**src/rtl/quadratic_root_solver_top_assert.svh**
```systemverilog
// Assertion helpers used by the solver core.
// Both sample on aclk and stay off while aresetn is low.
`ifndef QUADRATIC_ROOT_SOLVER_TOP_ASSERT_SVH
`define QUADRATIC_ROOT_SOLVER_TOP_ASSERT_SVH

// Consequence must hold in the same cycle as the antecedent.
`define QRS_ASSERT_NOW(label, ante, cons) \
    label: assert property (@(posedge aclk) disable iff (!aresetn) (ante) |-> (cons)) \
        else $error("qrs: same-cycle check failed");

// Consequence must hold in the cycle after the antecedent.
`define QRS_ASSERT_NEXT(label, ante, cons) \
    label: assert property (@(posedge aclk) disable iff (!aresetn) (ante) |=> (cons)) \
        else $error("qrs: next-cycle check failed");

`endif

```
**src/rtl/qrs_pkg.sv**
```systemverilog
`default_nettype none
package qrs_pkg;

    localparam int QRS_COEF_WIDTH = 16;
    localparam int QRS_FRAC_BITS  = 12;
    localparam int QRS_ROOT_WIDTH = 32;

    typedef enum logic [1:0] {
        RS_NONE  = 2'd0,
        RS_ONE   = 2'd1,
        RS_TWO   = 2'd2,
        RS_AZERO = 2'd3
    } qrs_status_t;

    typedef struct packed {
        logic start;
        logic take;
    } qrs_ctl_t;

    typedef struct packed {
        logic        busy;
        logic        done;
        qrs_status_t status;
    } qrs_stat_t;

endpackage
`default_nettype wire

```
**src/rtl/quadratic_root_solver_top.sv**
```systemverilog
`default_nettype none
// Fixed-point quadratic solver: takes signed a, b, c and returns the status and up to
// two real roots of a*x^2 + b*x + c, each truncated toward zero with FRAC_BITS fraction
// bits and saturated to 32 signed bits. The discriminant is exact. One equation is in
// flight at a time; s_tready stays low while it is worked on. A zero a or a negative
// discriminant ends the work early. The work is paced by the single compare-subtract
// unit, which runs the square root two radicand bits per cycle and each division one
// quotient bit per cycle. A finished word waits in the output register, so the next
// equation can be accepted while m_tready is low.
module quadratic_root_solver_top import qrs_pkg::*; #(
    parameter int COEF_WIDTH = QRS_COEF_WIDTH,
    parameter int FRAC_BITS  = QRS_FRAC_BITS
) (
    input  wire logic                                  aclk,
    input  wire logic                                  aresetn,
    // s_tdata: coef_a, coef_b, coef_c (COEF_WIDTH bits each), zero pad to bytes
    input  wire logic [((3*COEF_WIDTH+7)/8)*8-1:0]     s_tdata,
    input  wire logic                                  s_tvalid,
    output logic                                       s_tready,
    // m_tdata: root_first [31:0], root_second [63:32]
    output logic [2*QRS_ROOT_WIDTH-1:0]                m_tdata,
    // m_tuser: root_status [1:0]
    output logic [1:0]                                 m_tuser,
    output logic                                       m_tvalid,
    input  wire logic                                  m_tready
);

    localparam int CW = COEF_WIDTH;

    qrs_ctl_t                  ctl;
    qrs_stat_t                 stat;
    logic [QRS_ROOT_WIDTH-1:0] core_r1, core_r2;

    logic                      m_valid_reg, m_valid_next;
    logic [QRS_ROOT_WIDTH-1:0] r1_reg,      r1_next;
    logic [QRS_ROOT_WIDTH-1:0] r2_reg,      r2_next;
    qrs_status_t               status_reg,  status_next;

    assign s_tready  = ~stat.busy;
    assign ctl.start = s_tvalid & s_tready;
    // move the result into the output register when it is empty or draining
    assign ctl.take  = stat.done & (~m_valid_reg | m_tready);

    qrs_core #(
        .COEF_WIDTH (COEF_WIDTH),
        .FRAC_BITS  (FRAC_BITS)
    ) u_core (
        .aclk        (aclk),
        .aresetn     (aresetn),
        .ctl         (ctl),
        .coef_a      ($signed(s_tdata[CW-1:0])),
        .coef_b      ($signed(s_tdata[2*CW-1:CW])),
        .coef_c      ($signed(s_tdata[3*CW-1:2*CW])),
        .stat        (stat),
        .root_first  (core_r1),
        .root_second (core_r2)
    );

    always_comb begin
        m_valid_next = m_valid_reg;
        r1_next      = r1_reg;
        r2_next      = r2_reg;
        status_next  = status_reg;
        if (m_valid_reg && m_tready) begin
            m_valid_next = 1'b0;
        end
        if (ctl.take) begin
            m_valid_next = 1'b1;
            r1_next      = core_r1;
            r2_next      = core_r2;
            status_next  = stat.status;
        end
    end

    always_ff @(posedge aclk) begin
        if (!aresetn) begin
            m_valid_reg <= 1'b0;
        end else begin
            m_valid_reg <= m_valid_next;
        end
        r1_reg     <= r1_next;
        r2_reg     <= r2_next;
        status_reg <= status_next;
    end

    assign m_tvalid = m_valid_reg;
    assign m_tdata  = {r2_reg, r1_reg};
    assign m_tuser  = status_reg;

endmodule
`default_nettype wire

```
**src/rtl/qrs_cmpsub.sv**
```systemverilog
`default_nettype none
module qrs_cmpsub import qrs_pkg::*; #(
    parameter int WIDTH = QRS_COEF_WIDTH + QRS_FRAC_BITS + 4
) (
    input  wire logic [WIDTH-1:0] op_x,
    input  wire logic [WIDTH-1:0] op_y,
    output logic      [WIDTH-1:0] diff,
    output logic                  ge
);

    logic [WIDTH:0] full;

    assign full = {1'b0, op_x} - {1'b0, op_y};
    // no borrow out means op_x >= op_y
    assign ge   = ~full[WIDTH];
    assign diff = full[WIDTH-1:0];

endmodule
`default_nettype wire

```
**src/rtl/qrs_core.sv**
```systemverilog
`default_nettype none
`include "quadratic_root_solver_top_assert.svh"
module qrs_core import qrs_pkg::*; #(
    parameter int COEF_WIDTH = QRS_COEF_WIDTH,
    parameter int FRAC_BITS  = QRS_FRAC_BITS
) (
    input  wire logic                          aclk,
    input  wire logic                          aresetn,
    input  wire qrs_ctl_t                      ctl,
    input  wire logic signed [COEF_WIDTH-1:0]  coef_a,
    input  wire logic signed [COEF_WIDTH-1:0]  coef_b,
    input  wire logic signed [COEF_WIDTH-1:0]  coef_c,
    output qrs_stat_t                          stat,
    output logic [QRS_ROOT_WIDTH-1:0]          root_first,
    output logic [QRS_ROOT_WIDTH-1:0]          root_second
);

    localparam int CW    = COEF_WIDTH;
    localparam int PW    = 2 * CW;
    localparam int DW    = 2 * CW + 1;
    localparam int RW    = DW + 2 * FRAC_BITS + 1;
    localparam int SW    = RW / 2;
    localparam int NW    = CW + FRAC_BITS + 2;
    localparam int UW    = SW + 3;
    localparam int XW    = (NW > QRS_ROOT_WIDTH ? NW : QRS_ROOT_WIDTH) + 1;
    localparam int CNT_W = $clog2(NW);

    localparam logic [XW-1:0] POS_LIM = XW'((64'd1 << (QRS_ROOT_WIDTH - 1)) - 64'd1);
    localparam logic [XW-1:0] NEG_LIM = XW'(64'd1 << (QRS_ROOT_WIDTH - 1));

    typedef enum logic [3:0] {
        S_IDLE,
        S_MUL_B,
        S_MUL_AC,
        S_DISC,
        S_SQRT,
        S_NUM,
        S_DIV,
        S_FIX,
        S_DONE
    } state_t;

    state_t                    state_reg,  state_next;
    qrs_status_t               status_reg, status_next;
    logic [CNT_W-1:0]          cnt_reg,    cnt_next;
    logic                      second_reg, second_next;
    logic signed [CW-1:0]      a_reg,      a_next;
    logic signed [CW-1:0]      b_reg,      b_next;
    logic signed [CW-1:0]      c_reg,      c_next;
    logic [PW-1:0]             b2_reg,     b2_next;
    logic [PW-1:0]             ac_reg,     ac_next;
    logic [RW-1:0]             rad_reg,    rad_next;
    logic [SW-1:0]             root_reg,   root_next;
    logic [SW:0]               rem_reg,    rem_next;
    logic [NW-1:0]             num_reg,    num_next;
    logic [CW:0]               drem_reg,   drem_next;
    logic                      neg_reg,    neg_next;
    logic [QRS_ROOT_WIDTH-1:0] r1_reg,     r1_next;
    logic [QRS_ROOT_WIDTH-1:0] r2_reg,     r2_next;

    // operand magnitudes
    logic [CW-1:0] a_mag, b_mag, c_mag;
    logic [CW:0]   den;
    assign a_mag = a_reg[CW-1] ? CW'(-a_reg) : CW'(a_reg);
    assign b_mag = b_reg[CW-1] ? CW'(-b_reg) : CW'(b_reg);
    assign c_mag = c_reg[CW-1] ? CW'(-c_reg) : CW'(c_reg);
    assign den   = {a_mag, 1'b0};

    // one multiplier, b*b first then a*c
    logic [CW-1:0] mul_x, mul_y;
    logic [PW-1:0] prod;
    assign mul_x = (state_reg == S_MUL_B) ? b_mag : a_mag;
    assign mul_y = (state_reg == S_MUL_B) ? b_mag : c_mag;
    assign prod  = mul_x * mul_y;

    // discriminant
    logic [PW+1:0] four_ac, b2_x, d_sum, d_dif;
    logic [DW-1:0] d_val;
    logic          ac_neg, d_neg, d_zero;
    assign four_ac = {ac_reg, 2'b00};
    assign b2_x    = (PW + 2)'(b2_reg);
    assign d_sum   = b2_x + four_ac;
    assign d_dif   = b2_x - four_ac;
    assign ac_neg  = (a_reg[CW-1] != c_reg[CW-1]) && (c_reg != '0);
    assign d_neg   = !ac_neg && (four_ac > b2_x);
    assign d_val   = ac_neg ? d_sum[DW-1:0] : d_dif[DW-1:0];
    assign d_zero  = (d_val == '0);

    // numerator -b*2^F +/- s
    logic signed [NW:0] b_ext, nb, s_ext, num_s;
    logic [NW-1:0]      num_mag;
    assign b_ext   = (NW + 1)'(b_reg);
    assign nb      = -(b_ext <<< FRAC_BITS);
    assign s_ext   = $signed((NW + 1)'(root_reg));
    assign num_s   = second_reg ? (nb - s_ext) : (nb + s_ext);
    assign num_mag = num_s[NW] ? NW'(-num_s) : NW'(num_s);

    // shared compare-subtract unit
    logic [SW+2:0] rem_sh;
    logic [SW+1:0] trial;
    logic [CW+1:0] drem_sh;
    logic [UW-1:0] unit_x, unit_y, unit_diff;
    logic          unit_ge;
    assign rem_sh  = {rem_reg, rad_reg[RW-1:RW-2]};
    assign trial   = {root_reg, 2'b01};
    assign drem_sh = {drem_reg, num_reg[NW-1]};

    always_comb begin
        if (state_reg == S_SQRT) begin
            unit_x = UW'(rem_sh);
            unit_y = UW'(trial);
        end else begin
            unit_x = UW'(drem_sh);
            unit_y = UW'(den);
        end
    end

    qrs_cmpsub #(
        .WIDTH (UW)
    ) u_cmpsub (
        .op_x (unit_x),
        .op_y (unit_y),
        .diff (unit_diff),
        .ge   (unit_ge)
    );

    // saturate and sign the quotient
    logic [XW-1:0]             q_x, lim, clamp;
    logic [QRS_ROOT_WIDTH-1:0] sat_root;
    assign q_x      = XW'(num_reg);
    assign lim      = neg_reg ? NEG_LIM : POS_LIM;
    assign clamp    = (q_x > lim) ? lim : q_x;
    assign sat_root = neg_reg ? QRS_ROOT_WIDTH'(-clamp) : QRS_ROOT_WIDTH'(clamp);

    always_comb begin
        state_next  = state_reg;
        status_next = status_reg;
        cnt_next    = cnt_reg;
        second_next = second_reg;
        a_next      = a_reg;
        b_next      = b_reg;
        c_next      = c_reg;
        b2_next     = b2_reg;
        ac_next     = ac_reg;
        rad_next    = rad_reg;
        root_next   = root_reg;
        rem_next    = rem_reg;
        num_next    = num_reg;
        drem_next   = drem_reg;
        neg_next    = neg_reg;
        r1_next     = r1_reg;
        r2_next     = r2_reg;
        case (state_reg)
            S_IDLE: begin
                if (ctl.start) begin
                    a_next      = coef_a;
                    b_next      = coef_b;
                    c_next      = coef_c;
                    r1_next     = '0;
                    r2_next     = '0;
                    second_next = 1'b0;
                    if (coef_a == '0) begin
                        status_next = RS_AZERO;
                        state_next  = S_DONE;
                    end else begin
                        state_next  = S_MUL_B;
                    end
                end
            end
            S_MUL_B: begin
                b2_next    = prod;
                state_next = S_MUL_AC;
            end
            S_MUL_AC: begin
                ac_next    = prod;
                state_next = S_DISC;
            end
            S_DISC: begin
                if (d_neg) begin
                    status_next = RS_NONE;
                    state_next  = S_DONE;
                end else begin
                    status_next = d_zero ? RS_ONE : RS_TWO;
                    rad_next    = RW'(d_val) << (2 * FRAC_BITS);
                    root_next   = '0;
                    rem_next    = '0;
                    cnt_next    = CNT_W'(SW - 1);
                    state_next  = S_SQRT;
                end
            end
            S_SQRT: begin
                // two radicand bits per step
                rem_next  = unit_ge ? unit_diff[SW:0] : rem_sh[SW:0];
                root_next = {root_reg[SW-2:0], unit_ge};
                rad_next  = rad_reg << 2;
                cnt_next  = cnt_reg - 1'b1;
                if (cnt_reg == '0) begin
                    state_next = S_NUM;
                end
            end
            S_NUM: begin
                num_next   = num_mag;
                neg_next   = num_s[NW] ^ a_reg[CW-1];
                drem_next  = '0;
                cnt_next   = CNT_W'(NW - 1);
                state_next = S_DIV;
            end
            S_DIV: begin
                // quotient bits shift in behind the dividend
                drem_next = unit_ge ? unit_diff[CW:0] : drem_sh[CW:0];
                num_next  = {num_reg[NW-2:0], unit_ge};
                cnt_next  = cnt_reg - 1'b1;
                if (cnt_reg == '0) begin
                    state_next = S_FIX;
                end
            end
            S_FIX: begin
                if (second_reg) begin
                    r2_next    = sat_root;
                    state_next = S_DONE;
                end else begin
                    r1_next = sat_root;
                    if (status_reg == RS_TWO) begin
                        second_next = 1'b1;
                        state_next  = S_NUM;
                    end else begin
                        state_next  = S_DONE;
                    end
                end
            end
            S_DONE: begin
                if (ctl.take) begin
                    state_next = S_IDLE;
                end
            end
            default: begin
                state_next = S_IDLE;
            end
        endcase
    end

    always_ff @(posedge aclk) begin
        if (!aresetn) begin
            state_reg  <= S_IDLE;
            status_reg <= RS_NONE;
            cnt_reg    <= '0;
            second_reg <= 1'b0;
        end else begin
            state_reg  <= state_next;
            status_reg <= status_next;
            cnt_reg    <= cnt_next;
            second_reg <= second_next;
        end
        a_reg    <= a_next;
        b_reg    <= b_next;
        c_reg    <= c_next;
        b2_reg   <= b2_next;
        ac_reg   <= ac_next;
        rad_reg  <= rad_next;
        root_reg <= root_next;
        rem_reg  <= rem_next;
        num_reg  <= num_next;
        drem_reg <= drem_next;
        neg_reg  <= neg_next;
        r1_reg   <= r1_next;
        r2_reg   <= r2_next;
    end

    assign stat.busy   = (state_reg != S_IDLE);
    assign stat.done   = (state_reg == S_DONE);
    assign stat.status = status_reg;
    assign root_first  = r1_reg;
    assign root_second = r2_reg;

    `QRS_ASSERT_NOW(a_start_idle, ctl.start, state_reg == S_IDLE)
    `QRS_ASSERT_NOW(a_azero_coef, state_reg == S_DONE && status_reg == RS_AZERO, a_reg == '0)
    `QRS_ASSERT_NOW(a_second_zero, state_reg == S_DONE && status_reg != RS_TWO, r2_reg == '0)
    `QRS_ASSERT_NEXT(a_sqrt_end, state_reg == S_SQRT && cnt_reg == '0, state_reg == S_NUM)
    `QRS_ASSERT_NEXT(a_div_end, state_reg == S_DIV && cnt_reg == '0, state_reg == S_FIX)

endmodule
`default_nettype wire

```
**config.mk**
```make
export PLATFORM = sky130hd
export DESIGN_NAME = quadratic_root_solver_top
export DESIGN_NICKNAME = d
export VERILOG_FILES = /design/src/rtl/qrs_pkg.sv /design/src/rtl/quadratic_root_solver_top.sv /design/src/rtl/qrs_cmpsub.sv /design/src/rtl/qrs_core.sv
export VERILOG_INCLUDE_DIRS = /design/src /design/src/rtl
export SDC_FILE = /design/constraint.sdc
export NUM_CORES = 1
export LEC_CHECK = 0
export BUFFER_PORTS_ARGS = -buffer_cell sky130_fd_sc_hd__buf_4
export CAP_MARGIN = 20
export CORE_ASPECT_RATIO = 0.9
export CORE_UTILIZATION = 25
export DETAILED_ROUTE_END_ITERATION = 10
export GPL_TIMING_DRIVEN = 0
export PLACE_DENSITY = 0.5
export RECOVER_POWER = 50
export SLEW_MARGIN = 40
export SYNTH_ARGS = -nofsm -noshare
export SYNTH_HDL_FRONTEND = slang
export SYNTH_SLANG_ARGS = --single-unit
```
**constraint.sdc**
```tcl
create_clock -name aclk -period 8.73 [get_ports aclk]
set_input_delay 1.746 -clock aclk [delete_from_list [all_inputs] [get_ports aclk]]
set_output_delay 1.746 -clock aclk [all_outputs]
set_load 0.01 [all_outputs]
```
Word level (Yosys, flattened, before mapping)
Index checks and enable logic that the tools add are counted.
{"block": "op_classes", "magnitude_cmp": 2, "eq_ne": 18, "n_reduce_logical": 25, "add_sub_neg": 12, "multipliers": 1, "bitwise": 7, "muxes": 50}
{"op": "$mux W32", "n": 7}
{"op": "$pmux W32 S2", "n": 2}
{"op": "$pmux W30 S2", "n": 2}
{"op": "$pmux W58 S2", "n": 1}
{"op": "$mux W30", "n": 3}
{"op": "$mux W16", "n": 5}
{"op": "$mux W31", "n": 2}
{"op": "$mux W58", "n": 1}
{"op": "$pmux W29 S2", "n": 1}
{"op": "$neg A16 Y16", "n": 3}
{"op": "$pmux W4 S9", "n": 1}
{"op": "$gt A34 B32 Y1", "n": 1}
{"op": "$pmux W17 S2", "n": 1}
{"op": "$add A32 B33 Y33", "n": 1}
{"op": "$gt A30 B33 Y1", "n": 1}
{"op": "$logic_not A33 Y1", "n": 1}
{"op": "$mux W33", "n": 1}
{"op": "$sub A32 B31 Y33", "n": 1}
{"op": "$sub A32 B33 Y33", "n": 1}
{"op": "$mul A16 B16 Y32", "n": 1}
{"op": "$mux W4", "n": 8}
{"op": "$neg A32 Y32", "n": 1}
{"op": "$add A31 B30 Y31", "n": 1}
{"op": "$neg A28 Y31", "n": 1}
{"op": "other kinds (36)", "n": 67}
{"block": "totals", "reg_bits": 420, "elab_cells": 136}

Longest topological paths before layout
{"block": "logic_depth", "ltp_word": 7, "mapped_depth": 34, "mapped_depth_nobuf": 33}

Cells and area by module
A second synthesis with hierarchy kept.
{"block": "hier_totals", "hier_cells": 3383, "hier_area_um2": 32591.3}
{"module": "qrs_core", "n_inst": 1, "cells_each": 3036, "area_per_inst_um2": 28691.3, "seq_area_each_um2": 9759.4}
{"module": "quadratic_root_solver_top", "n_inst": 1, "cells_each": 72, "area_per_inst_um2": 2039.5, "seq_area_each_um2": 2001.9}
{"module": "qrs_cmpsub", "n_inst": 1, "cells_each": 275, "area_per_inst_um2": 1860.5, "seq_area_each_um2": 0.0}

Least setup slack after synthesis
No wires, ideal clock.
{"block": "synth_path", "path_kind": "register to register", "start": "reg u_core.state_reg[1]", "end": "reg u_core.ac_reg[30], data pin", "setup_time_ns": 0.262, "path_stages_with_launch": 30, "path_slack_ns": 0.139, "t_arrival_ns": 8.329, "synth_period_minus_slack_ns": 8.591, "path_cell_list": "dfxtp_1 clkbuf_1 nand2b_1 or3_1 clkbuf_1 inv_1 buf_1 o21a_1 clkbuf_1 nand2_1 fa_1 fa_1 fa_1 fa_1 inv_1 fa_1 inv_1 fa_1 inv_1 ha_1 a21o_1 a21o_1 a21oi_1 o211ai_1 a311oi_1 o21ai_0 a311oi_1 o21ai_0 a21oi_1 xnor2_1"}
{"block": "synth_via", "elab_chain_cells": 3}
{"element": "start, declared", "line": "qrs_core.sv:43", "rtl": "state_t state_reg, state_next;"}
{"element": "start signal, assigned", "line": "qrs_core.sv:249", "rtl": "state_reg <= state_next;"}
{"element": "$eq A4 B1 Y1 (*)", "line": "qrs_core.sv:72, qrs_core.sv:73"}
{"element": "$mux W16 (on tied branches)", "line": "qrs_core.sv:72, qrs_core.sv:73"}
{"element": "$mul A16 B16 Y32 (*)", "line": "qrs_core.sv:74", "rtl": "assign prod = mul_x * mul_y;"}
{"element": "net u_core.prod[30]", "line": "qrs_core.sv:71", "rtl": "logic [PW-1:0] prod;"}
{"element": "end signal, assigned", "line": "qrs_core.sv:258", "rtl": "ac_reg <= ac_next;"}
{"element": "end, declared", "line": "qrs_core.sv:51", "rtl": "logic [PW-1:0] ac_reg, ac_next;"}
Mark *: on every way through the listed nets, which the timed path passes. The rest lies on a longest branch.
A chain may end at the register's enable or synchronous reset.

Worst setup path after layout
{"block": "layout_path", "start": "reg u_core.a_reg[0]", "end": "reg u_core.b2_reg[28], data pin"}
{"block": "layout_via", "elab_chain_cells": 4}
{"element": "start, declared", "line": "qrs_core.sv:47", "rtl": "logic signed [CW-1:0] a_reg, a_next;"}
{"element": "start signal, assigned", "line": "qrs_core.sv:254", "rtl": "a_reg <= a_next;"}
{"element": "$neg A16 Y16", "line": "qrs_core.sv:64", "rtl": "assign a_mag = a_reg[CW-1] ? CW'(-a_reg) : CW'(a_reg);"}
{"element": "$mux W16 (*)", "line": "qrs_core.sv:64"}
{"element": "$mux W16 (*)", "line": "qrs_core.sv:72", "rtl": "assign mul_x = (state_reg == S_MUL_B) ? b_mag : a_mag;"}
{"element": "$mul A16 B16 Y32 (*)", "line": "qrs_core.sv:74"}
{"element": "net u_core.prod[28]", "line": "qrs_core.sv:71"}
{"element": "end signal, assigned", "line": "qrs_core.sv:257", "rtl": "b2_reg <= b2_next;"}
{"element": "end, declared", "line": "qrs_core.sv:50", "rtl": "logic [PW-1:0] b2_reg, b2_next;"}
Marked as above.

==> results.ini <==
[synthesis]
yosysWarnings = 0
synth_area_um2 = 32150
yosysSeqAreaShare_pct = 36.58
synth_top_family_by_area = adder cells
yosys.area_share.simple_pct = 17.14
synth_compound_area_share_pct = 12.76
synth_top_area_share_pct = 35.77
ys.flop_type = edfxtp_1
syn_nets = 3834
synth-edff-count = 383
synthArstFlopShare_pct = 0
synthAdderAreaFrac_pct = 20.84
avgSynthCellArea_um2 = 9.558
netlist_top_cells_count = nand2_1 (477), edfxtp_1 (383), inv_1 (345)
syn_inst = 3364
synth_most_common_cell = nand2_1
synth_xor_area_share_pct = 6.670
ys_ff_latch = 396
synthTopCellsByArea = edfxtp_1 (36%), fa_1 (12%), ha_1 (8.6%)
synth.distinct_cells = 89
synth_top_cell_by_area = edfxtp_1
synthMuxAreaShare_pct = 0.4825

[global_route]
grt_max_degree = 40
antenna_found_initial = 0
grt_pass1_vias = 24255
globalRouteOverflowTotal = 0
grtUsageTotal_pct = 14.77
grt_first_pass_wirelength_mm = 148.7

[cells_and_area]
fin_area_um2 = 37470
n_antenna_cell = 0
largest_reg_flops = 34
regArea_um2 = 11760
n_fill_cell = 13455
multi_input_area_um2 = 19080
drive_gt1_share_pct = 8.901
area_growth_syn_to_layout_pct = 16.55
postLayoutCoreUtil_pct = 29.46
nNetsFinal = 4032

[setup_path]
start_kind = flop
arrival_ns = 8.89
cpMostUsedCell = fa_1
critPathKind = reg -> reg
worstPathRequired_ns = 9.04
cp_slowest_stage_delay_ns = 0.61
worstPathMaxFanout = 10
rr_worst_depth = 30
crit_path_end_kind = flop
crit_slowest_cell = edfxtp_1

[route]
vias = 25158
wirelength_mm = 98.02
via_per_inst = 4.750
first_iter_violations = 1913
ant_nets = 0
drtPass1Iterations = 5
wire_per_inst_um = 18.51
drc = 0

[timing]
hold_ws_ns = 0.4097
fmax_ghz = 0.1166
setup_violations = 0
slew_headroom_pct = -50.31
hold_viol_final = 0
min_period_over_period_pct = 98.22
final-max-slew-violation-count = 33
worstMarginPinSlew_ns = 2.255
period_needed_ns = 8.575
clock_skew_ns = 0.05067

[floorplan]
design.core.area_um2 = 127200
dieArea_um2 = 130100
die_w_um = 380.0
ios = 120
start_util_pct = 25.27
die_h_um = 342.2
fp-row-count = 124

[clock_network]
hold_buffers = 0
htreeDepth = 2
cts-root-buf = clkbuf_16
insertion_delay_ns = 0.63
cts_buffers = 47
clk_pin_slew_ns = 0.06
tritoncts = done
clock_sinks = 396
clk_path_buf_depth = 3

[flow_run]
maxCapViolCount = 1

[hold_path]
hold_depth = 0
hp-class = reg -> reg

[place]
place_area_um2 = 35610
io_buffers = 119
hpwlAfterDp_mm = 78.98
finalWeightedCongestion = 0.9148

[run_status]
outcome = complete, but fails checks
violations = max-capacitance violations, max-slew violations

repair_timing:
action,4_1_cts,5_1_grt
cloned,0,0
buffers inserted,11,14
pin swaps,8,24
resized for setup,60,51
endpoints found under the setup margin,36,20
final timing paths:
path | start | to | slack (ns)
max reg2reg | u_core.a_reg[0] | u_core.b2_reg[28] | 0.16
min reg2reg | u_core.root_first[15] | r1_reg[15] | 0.41
max | u_core.a_reg[0] | u_core.b2_reg[28] | 0.16
min | u_core.root_first[15] | r1_reg[15] | 0.41
through the flow:
step                      setup TNS (ns)  worst slack (ns)  instances
after floorplan                        0            0.1386       3364
after global placement            -71.96            -2.674       5184
after detailed placement          -38.08            -1.788       5204
after CTS                              0          0.008347       5290
after global routing            -0.01869         -0.008598       5296
final                                  0            0.1552       5296
cell type report:
type | instances | area share [%]
multi-input cells | 2501 | 50.90
flip-flops and latches | 396 | 31.38
well taps | 1701 | 5.679
inverters | 346 | 3.479
clock buffers | 56 | 3.229
repair buffers | 164 | 3.075
plain buffers | 106 | 1.229
clock inverters | 26 | 1.022
worst max-delay path, delay by kind of cell (launching register included):
| kind | cells | cell delay [ns] |
|---|---|---|
| compound gates | 10 | 2.07 |
| xor+xnor | 2 | 0.52 |
| fa+ha+maj | 8 | 3.43 |
| buf+inv | 5 | 0.67 |
| flops | 1 | 0.61 |
| simple gates | 5 | 0.92 |
cells in the final DEF, fill, tap and decap left out, types with 32 or more instances in the layout:
cell type,Yosys,layout
clkbuf_16,0,47
o21ai_0,134,121
fa_1,196,194
and3_1,66,66
a21oi_1,206,202
nor3_1,53,50
nand4_1,32,32
edfxtp_1,383,383
buf_4,1,72
nand3_1,40,39
nor2_1,298,298
clkbuf_1,105,138
ha_1,222,215
xnor2_1,117,115
a21o_1,76,76
nand2_1,477,465
inv_1,345,340
clkbuf_4,0,38
xor2_1,126,114
and2_1,40,33
cell families (layout without fill, tap and decap cells):
group,count (synthesis),count (layout)
xor+xnor,244,244
flops,396,396
compound gates,642,642
mux,15,15
buf+inv,467,698
fa+ha+maj,418,418
simple gates,1182,1182
layer usage:
| metal | GRT usage (%) | share of wire, % | vias to the layer above |
|---|---|---|---|
| met1 | 22.42 | 50 | 12251 |
| met5 | 0 | 0 | - |
| li1 | - | - | 12022 |
| met2 | 20.88 | 40 | 769 |
| met3 | 3.220 | 7.8 | 116 |
| met4 | 3.646 | 2.3 | 0 |
Power is left out: the tool's default activity adds up to more than one toggle a clock period on the data nets, which glitch-free logic cannot reach.
